--- src/hw/rtl/vdts_pkg.sv ---
// ----------------------------------------------------------------------------
// vdts_pkg
// Types and constants shared by the value density task scheduler.
// ----------------------------------------------------------------------------
package vdts_pkg;

    localparam logic [16:0] PRIO_SCALE = 17'd100000;
    localparam logic [11:0] VAL_MAX    = 12'hfff;
    localparam logic [15:0] LATE_MAX   = 16'hffff;

    localparam logic REQ_ADD  = 1'b0;
    localparam logic REQ_TICK = 1'b1;

    typedef enum logic [1:0] {
        ST_FREE = 2'd0,
        ST_WAIT = 2'd1,
        ST_RUN  = 2'd2
    } t_slot_st;

    typedef struct packed {
        logic        req_type;
        logic [11:0] task_value;
        logic [11:0] exec_time;
        logic [31:0] deadline;
    } t_req;

    typedef struct packed {
        logic        accepted;
        logic [3:0]  add_slot;
        logic        ran;
        logic [3:0]  run_slot;
        logic        preempted;
        logic        completed;
        logic [11:0] delivered_value;
        logic [15:0] lateness;
        logic [15:0] missed_mask;
    } t_rsp;

    // divider handshake
    typedef struct packed {
        logic        start;
        logic [11:0] val;
        logic [11:0] rem;
    } t_div_req;

    typedef struct packed {
        logic        done;
        logic [28:0] quo;
    } t_div_rsp;

endpackage

--- src/hw/rtl/value_density_task_scheduler_core.sv ---
// ----------------------------------------------------------------------------
// value_density_task_scheduler_core
// Preemptive value density scheduler over a table of task slots.
// ----------------------------------------------------------------------------
//  channel | direction | ports                 | beat
//  request | in        | i_start, i_req        | i_start && !o_busy
//  result  | out       | o_done, o_rsp         | o_done, one cycle
//
//  add: scan up to SLOTS slots, then one priority divide if a slot is free.
//  tick: aging pass over SLOTS slots with a divide per late waiting task,
//  a selection pass over SLOTS slots, a run step and up to one divide.
//  the add, aging and run steps share the one divider.
//  reset is synchronous and clears slot status and the tick counter.
//  the result cannot be stalled; o_busy is low once it is shown.
// ----------------------------------------------------------------------------
module value_density_task_scheduler_core
    import vdts_pkg::*;
#(
    parameter int SLOTS = 16
) (
    input  logic i_clk,
    input  logic i_rst_n,
    input  logic i_start,
    input  t_req i_req,
    output logic o_busy,
    output logic o_done,
    output t_rsp o_rsp
);

    localparam int SW = (SLOTS > 1) ? $clog2(SLOTS) : 1;

    typedef enum logic [9:0] {
        S_IDLE  = 10'b0000000001,
        S_ADDSC = 10'b0000000010,
        S_AGE   = 10'b0000000100,
        S_AGEDV = 10'b0000001000,
        S_SEL   = 10'b0000010000,
        S_PRE   = 10'b0000100000,
        S_RUN   = 10'b0001000000,
        S_RUNDV = 10'b0010000000,
        S_ADDDV = 10'b0100000000,
        S_OUT   = 10'b1000000000
    } t_st;

    t_st r_st, n_st;

    t_slot_st    r_stat [SLOTS];
    logic [11:0] r_cur  [SLOTS];
    logic [11:0] r_kept [SLOTS];
    logic [11:0] r_rem  [SLOTS];
    logic [31:0] r_due  [SLOTS];
    logic [15:0] r_late [SLOTS];
    logic [28:0] r_prio [SLOTS];
    logic [31:0] r_now;

    logic [SW-1:0] r_idx;
    logic          r_found;
    logic [SW-1:0] r_best;
    logic [28:0]   r_bprio;
    t_req          r_req;
    t_rsp          r_rsp;
    logic          r_done;
    logic          r_divgo;

    t_div_req w_dreq;
    t_div_rsp w_drsp;

    logic          w_last;
    logic          w_late;
    logic [11:0]   w_len;
    logic [11:0]   w_cdec;
    logic [11:0]   w_cinc;

    vdts_density u_div (
        .i_clk  (i_clk),
        .i_rst_n(i_rst_n),
        .i_req  (w_dreq),
        .o_rsp  (w_drsp)
    );

    assign w_last = (r_idx == SW'(SLOTS - 1));
    assign w_late = (r_now > r_due[r_idx]);
    assign w_len  = (r_req.exec_time == 12'd0) ? 12'd1 : r_req.exec_time;
    assign w_cdec = (r_cur[r_idx] != 12'd0) ? r_cur[r_idx] - 12'd1 : 12'd0;
    assign w_cinc = (r_cur[r_best] != VAL_MAX) ? r_cur[r_best] + 12'd1 : VAL_MAX;

    always_comb begin
        w_dreq.start = r_divgo;
        w_dreq.val   = (r_st == S_RUNDV) ? r_cur[r_best] : r_cur[r_idx];
        // run step already counted down; divide on the count before it
        w_dreq.rem   = (r_st == S_RUNDV) ? r_rem[r_best] + 12'd1 : r_rem[r_idx];
    end

    always_comb begin
        n_st = r_st;
        case (r_st)
            S_IDLE:  n_st = i_start ? (i_req.req_type == REQ_TICK ? S_AGE : S_ADDSC) : S_IDLE;
            S_ADDSC: n_st = (r_stat[r_idx] == ST_FREE) ? S_ADDDV : (w_last ? S_OUT : S_ADDSC);
            S_ADDDV: n_st = w_drsp.done ? S_OUT : S_ADDDV;
            S_AGE: begin
                if (r_stat[r_idx] != ST_FREE && w_late && r_stat[r_idx] == ST_WAIT) begin
                    n_st = S_AGEDV;
                end else if (w_last) begin
                    n_st = S_SEL;
                end
            end
            S_AGEDV: n_st = w_drsp.done ? (w_last ? S_SEL : S_AGE) : S_AGEDV;
            S_SEL:   n_st = w_last ? S_PRE : S_SEL;
            S_PRE:   n_st = r_found ? S_RUN : S_OUT;
            S_RUN:   n_st = (r_late[r_best] != 16'd0) ? S_RUNDV : S_OUT;
            S_RUNDV: n_st = w_drsp.done ? S_OUT : S_RUNDV;
            S_OUT:   n_st = S_IDLE;
            default: n_st = S_IDLE;
        endcase
    end

    always_ff @(posedge i_clk) begin
        if (!i_rst_n) begin
            r_st    <= S_IDLE;
            r_now   <= '0;
            r_done  <= 1'b0;
            r_divgo <= 1'b0;
            for (int s = 0; s < SLOTS; s++) begin
                r_stat[s] <= ST_FREE;
            end
        end else begin
            r_st    <= n_st;
            r_done  <= 1'b0;
            r_divgo <= 1'b0;
            case (r_st)
                S_IDLE: begin
                    if (i_start) begin
                        r_req   <= i_req;
                        r_rsp   <= '0;
                        r_idx   <= '0;
                        r_found <= 1'b0;
                    end
                end
                S_ADDSC: begin
                    if (r_stat[r_idx] == ST_FREE) begin
                        r_stat[r_idx]    <= ST_WAIT;
                        r_cur[r_idx]     <= r_req.task_value;
                        r_kept[r_idx]    <= r_req.task_value;
                        r_rem[r_idx]     <= w_len;
                        r_due[r_idx]     <= r_req.deadline;
                        r_late[r_idx]    <= '0;
                        r_rsp.accepted   <= 1'b1;
                        r_rsp.add_slot   <= 4'(r_idx);
                        r_divgo          <= 1'b1;
                    end else if (!w_last) begin
                        r_idx <= r_idx + SW'(1);
                    end
                end
                S_ADDDV: begin
                    if (w_drsp.done) begin
                        r_prio[r_idx] <= w_drsp.quo;
                    end
                end
                S_AGE: begin
                    if (r_stat[r_idx] != ST_FREE && w_late) begin
                        if (r_late[r_idx] != LATE_MAX) begin
                            r_late[r_idx] <= r_late[r_idx] + 16'd1;
                        end
                        if (r_stat[r_idx] == ST_WAIT) begin
                            r_cur[r_idx]  <= w_cdec;
                            r_kept[r_idx] <= (r_kept[r_idx] != 12'd0) ?
                                             r_kept[r_idx] - 12'd1 : 12'd0;
                            r_divgo       <= 1'b1;
                        end else if (r_cur[r_idx] == 12'd0) begin
                            r_stat[r_idx] <= ST_FREE;
                            if (int'(r_idx) < 16) r_rsp.missed_mask[4'(r_idx)] <= 1'b1;
                        end
                    end
                    if (!(r_stat[r_idx] == ST_WAIT && w_late)) begin
                        r_idx <= w_last ? '0 : r_idx + SW'(1);
                    end
                end
                S_AGEDV: begin
                    if (w_drsp.done) begin
                        r_prio[r_idx] <= w_drsp.quo;
                        if (r_cur[r_idx] == 12'd0) begin
                            r_stat[r_idx] <= ST_FREE;
                            if (int'(r_idx) < 16) r_rsp.missed_mask[4'(r_idx)] <= 1'b1;
                        end
                        r_idx <= w_last ? '0 : r_idx + SW'(1);
                    end
                end
                S_SEL: begin
                    if (r_stat[r_idx] != ST_FREE &&
                        (!r_found || r_prio[r_idx] > r_bprio)) begin
                        r_found <= 1'b1;
                        r_best  <= r_idx;
                        r_bprio <= r_prio[r_idx];
                    end
                    r_idx <= w_last ? '0 : r_idx + SW'(1);
                end
                S_PRE: begin
                    if (r_found) begin
                        r_rsp.ran      <= 1'b1;
                        r_rsp.run_slot <= 4'(r_best);
                        if (r_stat[r_best] != ST_RUN) begin
                            for (int s = 0; s < SLOTS; s++) begin
                                if (r_stat[s] == ST_RUN) begin
                                    r_stat[s]       <= ST_WAIT;
                                    r_rsp.preempted <= 1'b1;
                                end
                            end
                            r_stat[r_best] <= ST_RUN;
                        end
                    end
                end
                S_RUN: begin
                    if (r_late[r_best] != 16'd0) begin
                        r_cur[r_best] <= w_cinc;
                        r_divgo       <= 1'b1;
                    end
                    if (r_rem[r_best] <= 12'd1) begin
                        r_rem[r_best]         <= 12'd0;
                        r_stat[r_best]        <= ST_FREE;
                        r_rsp.completed       <= 1'b1;
                        r_rsp.delivered_value <= r_kept[r_best];
                        r_rsp.lateness        <= r_late[r_best];
                    end else begin
                        r_rem[r_best] <= r_rem[r_best] - 12'd1;
                    end
                end
                S_RUNDV: begin
                    if (w_drsp.done) begin
                        r_prio[r_best] <= w_drsp.quo;
                    end
                end
                S_OUT: begin
                    r_done <= 1'b1;
                    if (r_req.req_type == REQ_TICK) begin
                        r_now <= r_now + 32'd1;
                    end
                end
                default: ;
            endcase
        end
    end

    assign o_busy = (r_st != S_IDLE);
    assign o_done = r_done;
    assign o_rsp  = r_rsp;

`ifndef NO_ASSERTIONS
    a_done_one: assert property (@(posedge i_clk) disable iff (!i_rst_n)
        o_done |=> !o_done)
        else $error("result shown twice");
    a_done_from_out: assert property (@(posedge i_clk) disable iff (!i_rst_n)
        o_done |-> $past(r_st == S_OUT))
        else $error("result without finish");
    a_kind_excl: assert property (@(posedge i_clk) disable iff (!i_rst_n)
        o_done |-> !(o_rsp.accepted && o_rsp.ran))
        else $error("add and tick fields mixed");
    a_one_run: assert property (@(posedge i_clk) disable iff (!i_rst_n)
        (r_st == S_RUN) |-> (r_stat[r_best] == ST_RUN))
        else $error("selected slot not running");
`endif

endmodule

--- src/hw/rtl/vdts_density.sv ---
// ----------------------------------------------------------------------------
// vdts_density
// Priority unit: val*100000 / rem^2, restoring divide, one bit per cycle.
// ----------------------------------------------------------------------------
module vdts_density
    import vdts_pkg::*;
(
    input  logic     i_clk,
    input  logic     i_rst_n,
    input  t_div_req i_req,
    output t_div_rsp o_rsp
);

    localparam int NB = 29;   // val*100000 < 2^29

    typedef enum logic [3:0] {
        D_IDLE = 4'b0001,
        D_MUL  = 4'b0010,
        D_DIV  = 4'b0100,
        D_DONE = 4'b1000
    } t_dst;

    t_dst        r_st, n_st;
    logic [23:0] r_den, n_den;
    logic [28:0] r_num, n_num;
    logic [28:0] r_quo, n_quo;
    logic [24:0] r_rmd, n_rmd;
    logic [4:0]  r_cnt, n_cnt;
    logic [11:0] r_val, n_val;
    logic [11:0] r_rem, n_rem;
    logic [24:0] w_trial;

    always_comb begin
        w_trial = {r_rmd[23:0], r_num[NB-1]};
    end

    always_comb begin
        n_st  = r_st;
        n_den = r_den;
        n_num = r_num;
        n_quo = r_quo;
        n_rmd = r_rmd;
        n_cnt = r_cnt;
        n_val = r_val;
        n_rem = r_rem;
        case (r_st)
            D_IDLE: begin
                if (i_req.start) begin
                    n_val = i_req.val;
                    n_rem = i_req.rem;
                    n_st  = D_MUL;
                end
            end
            D_MUL: begin
                n_den = (r_rem == 12'd0) ? 24'd1 : 24'(r_rem) * 24'(r_rem);
                n_num = 29'(r_val) * 29'(PRIO_SCALE);
                n_rmd = '0;
                n_quo = '0;
                n_cnt = 5'(NB - 1);
                n_st  = D_DIV;
            end
            D_DIV: begin
                if (w_trial >= {1'b0, r_den}) begin
                    n_rmd = w_trial - {1'b0, r_den};
                    n_quo = {r_quo[NB-2:0], 1'b1};
                end else begin
                    n_rmd = w_trial;
                    n_quo = {r_quo[NB-2:0], 1'b0};
                end
                n_num = {r_num[NB-2:0], 1'b0};
                n_cnt = r_cnt - 5'd1;
                if (r_cnt == 5'd0) begin
                    n_st = D_DONE;
                end
            end
            D_DONE: begin
                n_st = D_IDLE;
            end
            default: begin
                n_st = D_IDLE;
            end
        endcase
    end

    always_ff @(posedge i_clk) begin
        if (!i_rst_n) begin
            r_st <= D_IDLE;
        end else begin
            r_st <= n_st;
        end
        r_den <= n_den;
        r_num <= n_num;
        r_quo <= n_quo;
        r_rmd <= n_rmd;
        r_cnt <= n_cnt;
        r_val <= n_val;
        r_rem <= n_rem;
    end

    assign o_rsp.done = (r_st == D_DONE);
    assign o_rsp.quo  = r_quo;

`ifndef NO_ASSERTIONS
    a_done_after_div: assert property (@(posedge i_clk) disable iff (!i_rst_n)
        (r_st == D_DONE) |-> $past(r_st == D_DIV))
        else $error("done without divide");
    a_rmd_below_den: assert property (@(posedge i_clk) disable iff (!i_rst_n)
        (r_st == D_DONE) |-> (r_rmd < {1'b0, r_den}))
        else $error("remainder not reduced");
    a_start_idle: assert property (@(posedge i_clk) disable iff (!i_rst_n)
        (r_st == D_MUL) |=> (r_st == D_DIV))
        else $error("bad sequence");
`endif

endmodule

--- config.mk ---
export PLATFORM = sky130hd
export DESIGN_NAME = value_density_task_scheduler_core
export DESIGN_NICKNAME = d
export VERILOG_FILES = /design/src/hw/rtl/vdts_pkg.sv /design/src/hw/rtl/value_density_task_scheduler_core.sv /design/src/hw/rtl/vdts_density.sv
export SDC_FILE = /design/constraint.sdc
export NUM_CORES = 2
export LEC_CHECK = 0
export BUFFER_PORTS_ARGS = -buffer_cell sky130_fd_sc_hd__buf_2
export CORE_MARGIN = 1
export CORE_UTILIZATION = 32
export DETAILED_ROUTE_END_ITERATION = 7
export PLACE_DENSITY = 0.57
export RECOVER_POWER = 100
export SLEW_MARGIN = 20
export SYNTH_ARGS = -nofsm -noshare
export SYNTH_HDL_FRONTEND = slang
export SYNTH_SLANG_ARGS = --single-unit
--- constraint.sdc ---
create_clock -name i_clk -period 9.8 [get_ports i_clk]
set_clock_uncertainty 0.1 [all_clocks]
set_input_delay 0.98 -clock i_clk [delete_from_list [all_inputs] [get_ports i_clk]]
set_output_delay 0.98 -clock i_clk [all_outputs]
set_load 0.03 [all_outputs]
# After elaboration in Yosys (flattened, before gate mapping)
# Memory sizes are Yosys's and may differ from the RTL's. A register that Yosys moved wholly into a read port is not among the register bits.
# Index checks and enable logic that the tools add are counted.
[op_classes]
n_mul = 2
bitwise_logic = 25
reduce_logical = 39
muxes = 268
n_eq_ne = 52
order_cmp = 6
n_addsub = 10
[op_table]
columns = ["operator", "n"]
rows = [
  ["two-way mux 1 bit", 174],
  ["case mux 29 bit (2 select lines)", 3],
  ["two-way mux 12 bit", 11],
  ["two-way mux 4 bit", 24],
  ["case mux 10 bit (9 select lines)", 1],
  ["two-way mux 29 bit", 3],
  ["two-way mux 10 bit", 8],
  ["two-way mux 16 bit", 5],
  ["two-way mux 56 bit", 1],
  ["case mux 16 bit (3 select lines)", 1],
  ["case mux 24 bit (2 select lines)", 1],
  ["two-way mux 2 bit", 20],
  ["zero test 12 bit", 3],
  ["subtractor 12 x 1 -> 12 bit, second input constant", 3],
  ["adder 32 x 1 -> 32 bit, second input constant", 1],
  ["equality test 2 bit, second input constant", 16],
  ["greater-than comparator 32 bit", 1],
  ["greater-than comparator 29 bit", 1],
  ["OR reduction 29 bit", 1],
  ["!= test 2 bit, second input constant", 14],
  ["greater-or-equal comparator 25 x 24 -> 1 bit", 1],
  ["adder 12 x 1 -> 12 bit, second input constant", 2],
  ["multiplier 12 x 12 -> 24 bit", 1],
  ["multiplier 12 x 12 -> 24 bit, second input constant", 1],
  ["other kinds (58)", 105],
]
[word_totals]
output_inout_bits = 58
wordCells = 438
inputBits = 60
ram_bits = 1840
mem_count = 7
reg_bits = 334
[memory_table]
columns = ["name", "depth", "word_bits", "read_ports", "rd_clocked_by_memory_dff", "write_ports", "line", "source"]
rows = [
  ["r_due", 16, 32, 1, 1, 1, "value_density_task_scheduler_core.sv:51", "logic [31:0] r_due [SLOTS];"],
  ["r_prio", 16, 29, 1, 1, 1, "value_density_task_scheduler_core.sv:53", "logic [28:0] r_prio [SLOTS];"],
  ["r_late", 16, 16, 2, 2, 1, "value_density_task_scheduler_core.sv:52", "logic [15:0] r_late [SLOTS];"],
  ["r_cur", 16, 12, 2, 2, 1, "value_density_task_scheduler_core.sv:48", "logic [11:0] r_cur [SLOTS];"],
  ["r_kept", 16, 12, 2, 2, 1, "value_density_task_scheduler_core.sv:49", "logic [11:0] r_kept [SLOTS];"],
  ["r_rem", 16, 12, 2, 2, 1, "value_density_task_scheduler_core.sv:50", "logic [11:0] r_rem [SLOTS];"],
  ["1 more memories", "-", "-", "-", "-", "-", "-", ""],
]

# Logic depth before layout (Yosys ltp)
# An unclocked memory read counts as a cell.
[logic_depth]
depth_word = 21
depth_mapped = 25
ltp_nobuf = 23

# Modules after synthesis
# A second synthesis with hierarchy kept.
[hier_totals]
cells_unflattened = 5794
hier_area_um2 = 101796.4
[modules_own_cells]
columns = ["module", "area_per_inst_um2", "instances", "cells_each"]
rows = [
  ["value_density_task_scheduler_core", 89308.2, 1, 4577],
  ["vdts_density", 12488.2, 1, 1217],
]

# Least setup slack after synthesis
# Ideal clock, no wire load.
[synth_timing]
path_kind = "flip-flop to flip-flop"
startpoint = "reg (tool-made name)"
endpoint = "mem r_late[11][0] (enable)"
path_slack_ns = 2.528
path_stages_with_launch = 26
path_buffers = 12
arrival_ns = 6.783
path_cell_list = "dfxtp_1 -> buf_6 -> buf_8 -> buf_6 -> buf_8 -> buf_8 -> buf_6 -> buf_6 -> buf_2 -> clkbuf_1 -> buf_1 -> mux4_2 -> mux4_2 -> inv_1 -> ha_1 -> nand4_1 -> or4_1 -> nor2_1 -> o31ai_1 -> and2_1 -> or3_1 -> a41o_1 -> and2_1 -> clkbuf_1 -> clkbuf_1 -> nor2_1"
[synth_lines]
columns = ["element", "line"]
rows = [
  ["end: declaration", "value_density_task_scheduler_core.sv:52"],
]

==> summary.md <==
| Metric | Value |
|---|---|
| Worst slew margin relative to its limit | `-130%` |
| Critical path cell sequence | `clkbuf_1 > mux4_2 > a22o_1 > a221oi_1 > nand4_1 > a211oi_2 > buf_4 > nor2_1 > o21ai_2 > nor2_1 > clkbuf_1` |
| Top fanout value on the critical path | `between 40 and 50` |
| Setup slack at placement | `2.13 ns` |
| Syn nets | `6,169` |
| Via count | `around 55,000` |
| Number of flops mapped to enable cells by yosys | `2,120` |
| Number of different library cells in the post-synthesis netlist | `82` |
| Antenna violations before repair | `9` |
| Layout Area Growth over Synthesis | `13.4%` |
| 1st-iter DRT viols | `between 5,000 and 6,000` |
| CTS Hold Bufs | `0` |
| Layout Nets | `around 6,400` |
| Storage element area | `0.0648 sq mm` |
| Total detailed-routing wirelength | `268 mm` |
| Portion of the clock cycle consumed by the worst path in the final layout | `between 80 and 90%` |
| Post-synthesis instance total | `5,763` |
| Compound-cell area share of the yosys netlist | `between 3 and 4%` |
| Slowest stage cell, crit path | `sky130_fd_sc_hd__dfxtp_1` |
| PostCTS Resize Cnt | `0` |
| Total number of yosys warnings | `0` |
| Combined area of the multi-input logic cells | `0.0340 sq mm` |
| Maximum clock frequency | `~110 MHz` |
| Most common library cell in the layout ignoring fill and taps | `sky130_fd_sc_hd__edfxtp_1` |
| HPWL after detailed placement | `165 mm` |
| Leakage power | `38.8 nW` |
| Endpoint kind of the worst setup timing path | `flop` |
| Wire length of the first global-routing pass | `392 mm` |
| Quantity of I/O buffers inserted on ports | `117` |
| Clock Pin Slew Worst Setup and Hold Paths | `~0.060 ns` |
| Clock tree from TritonCTS | `built` |
| TritonCTS Buffers | `236` |
| Pin slew with the least headroom to its limit | `3.45 ns` |
| Die area | `0.318 sq mm` |
| Violated checks | `capacitance limit, slew limit` |
| Placed standard-cell area | `0.107 sq mm` |
| Slowest Stage Delay on Critical Path | `2.21 ns` |
| Clock Latency Late Sink | `0.91 ns` |
| Main combinational cell family by area after synthesis | `multiplexers` |
| Via count of the first global-routing pass | `56,800` |
| Die Span X | `564 um` |
| Post-synthesis sequential area ratio | `around 64%` |
| Number of filler instances in the final layout | `a little under 30,000` |
| Count of antenna-violating nets left after detailed routing | `0` |
| Worst path setup slack after routing | `approximately 1.1 ns` |
| DRC violations left | `0` |
| Floorplan die height | `564 um` |
| Adder-cell area share of the yosys netlist | `5.08%` |
| Via density per instance | `5.33` |
| First-pass iteration count of the detailed router | `6` |
| Outcome | `finished, violations left` |
| Most common flop cell mapped by yosys | `sky130_fd_sc_hd__edfxtp_1` |
| Initial Utilization | `32.3%` |
| # Max-Cap Violations | `42` |
| Largest net degree at the start of global routing | `approximately 140` |
| Simple-gate portion of the synthesized area | `5.30%` |
| Post-layout minimum cycle time | `8.72 ns` |
| Number of register bits inferred by synthesis | `2,176` |
| Total power divided by cell area | `183 mW/mm^2` |
| Buffer cell driving the clock tree root | `sky130_fd_sc_hd__clkbuf_16` |
| Buf/Inv on CP | `3` |
| Worst hold margin | `0.146 ns` |
| Data required time at the worst endpoint | `10.11 ns` |
| Count of final setup violators | `0` |
| Synth Area in XOR/XNOR | `1.18%` |
| Final hold violation count | `0` |
| Proportion of register bits with asynchronous set or reset after synthesis | `0%` |
| Final number of max-transition violations | `1,216` |
| Worst Path Arrival | `around 9 ns` |
| Type of element launching the critical path | `flop` |
| Clock tree sinks | `2,176` |
| Final sum of negative setup slack | `0 ns` |
| Setup repair after global routing missed its margin | `no` |
| Share of layout cells above drive strength 1 | `22.8%` |
| Row count | `slightly above 200` |
| Most frequent cells in the layout | `sky130_fd_sc_hd__edfxtp_1, sky130_fd_sc_hd__mux4_2, sky130_fd_sc_hd__inv_1, sky130_fd_sc_hd__nor2_1, sky130_fd_sc_hd__ha_1` |
| Core outline area | `0.313 sq mm` |
| IR Drop Worst-Case VDD | `between 0.1 and 0.15 mV` |
| Cell family with most CP delay | `buffers and inverters` |
| Number of buffers between clock root and the deepest sink | `4` |
| Average routed wire per standard cell | `26.0 um` |
| Multiplexer share of the synthesized area | `18.4%` |
| Post-route cell area | `0.114 sq mm` |
| Category of the most critical setup path | `reg -> reg` |
| Global-route total usage across every layer | `between 10% and 20%` |
| Routability Congestion | `0.867` |
| Post-synthesis instance area | `0.101 sq mm` |
| Hold crit path type | `in -> reg` |
| Maximum level of the CTS H-tree | `4` |
| GR Overflow Total | `0` |
| # IOs | `roughly 120` |
| Number of setup buffers added after CTS | `0` |
| Avg Inst Size Synth | `17.5 sq um` |
-- registers in the layout, indices dropped and copies added (netlist names), 32 cells and up, named ones only --
| name | cells |
|---|---|
| o_rsp | 56 |
| r_cur | 192 |
| r_due | 512 |
| r_kept | 192 |
| r_late | 256 |
| r_now | 32 |
| r_prio | 464 |
| r_rem | 192 |
| r_req | 57 |
| r_stat | 32 |
-- cell usage after synthesis, drive strengths merged (16+ instances only) --
cell       n  area, sq um
edfxtp  2120        63700
and3      33          206
xnor2     68          596
nand3     58          290
o21ai    132          664
inv      320         1200
mux2      16          180
or3       28          180
a31oi     35          219
ha       240         3000
a22oi     23          173
a21o      29          218
dfxtp     56         1120
mux4     808        18200
a21oi    178          895
and2     135          845
nor4      32          219
or2       23          144
nand2    239          897
mux2i     22          220
clkbuf   186          702
buf      109          586
nor3      46          230
fa       106         2120
a221oi    25          225
a22o      18          158
nor2     367         1380
nand4     27          169
nand2b    40          250
xor2      68          596
nor2b     39          244
-- metal layers --
| metal | track usage (%) | wire length [um] | vias to the layer above |
|---|---|---|---|
| li1 | - | - | 23500 |
| met1 | 22.0 | 109000 | 29100 |
| met2 | 28.3 | 133000 | 1993 |
| met3 | 2.34 | 16700 | 438 |
| met4 | 5.92 | 9000 | 0 |
| met5 | 0 | 0 | - |
-- kinds of logic after synthesis --
logic type	count (synthesis)
AO/OA/AOI/OAI	542
multiplexers	846
adder cells (fa/ha/maj)	346
AND/OR/NAND/NOR	1102
buffers and inverters	615
XOR/XNOR	136
flip-flops	2176
-- area by class of cell --
type                            count  area share (%)
Sequential cell                  2176            56.6
Timing Repair Buffer              287            1.33
Multi-Input combinational cell   2972            29.7
Clock buffer                      289            5.42
Inverter                          320            1.06
Antenna cell                        4         0.00875
Clock inverter                    140            1.32
Tap cell                         4140            4.53
-- through the flow --
stage / std cells / total power, mW / util, %
after floorplan: 5763 / 11.7 / -
after global routing: 10300 / 21.5 / 36.6
final: 10300 / 20.9 / 36.6
after global placement: 9894 / 12.2 / 34.2
after detailed placement: 9894 / 12.2 / 34.3
after CTS: 10300 / 21.1 / 36.7
-- worst reg2reg max path: stages (launching register included) --
cell                       delay (ns)
sky130_fd_sc_hd__dfxtp_1         2.21
sky130_fd_sc_hd__clkbuf_1        2.18
sky130_fd_sc_hd__mux4_2          0.53
sky130_fd_sc_hd__a22o_1          0.25
sky130_fd_sc_hd__a221oi_1        0.72
sky130_fd_sc_hd__nand4_1         0.21
sky130_fd_sc_hd__a211oi_2        0.29
sky130_fd_sc_hd__buf_4           0.34
sky130_fd_sc_hd__nor2_1          0.14
sky130_fd_sc_hd__o21ai_2         0.63
sky130_fd_sc_hd__nor2_1          0.11
sky130_fd_sc_hd__clkbuf_1        0.53
-- final timing paths --
check        depth (start not counted)  slack [ns]            from             end
min                                  1        0.15        i_req[0]        r_req[0]
min reg2reg                          2        0.39  u_div.r_num[7]  u_div.r_num[8]
max reg2reg                         11        1.08            flop     r_cur[7][6]
max                                 11        1.08            flop     r_cur[7][6]
-- power breakdown --
group	switching (mW)	leakage [nW]	internal, mW
registers	0.107	21.2	10.2
logic	0.958	13.9	0.721
clock network	3.70	3.72	5.22
Note: power is estimated with default switching activity, not from simulation.
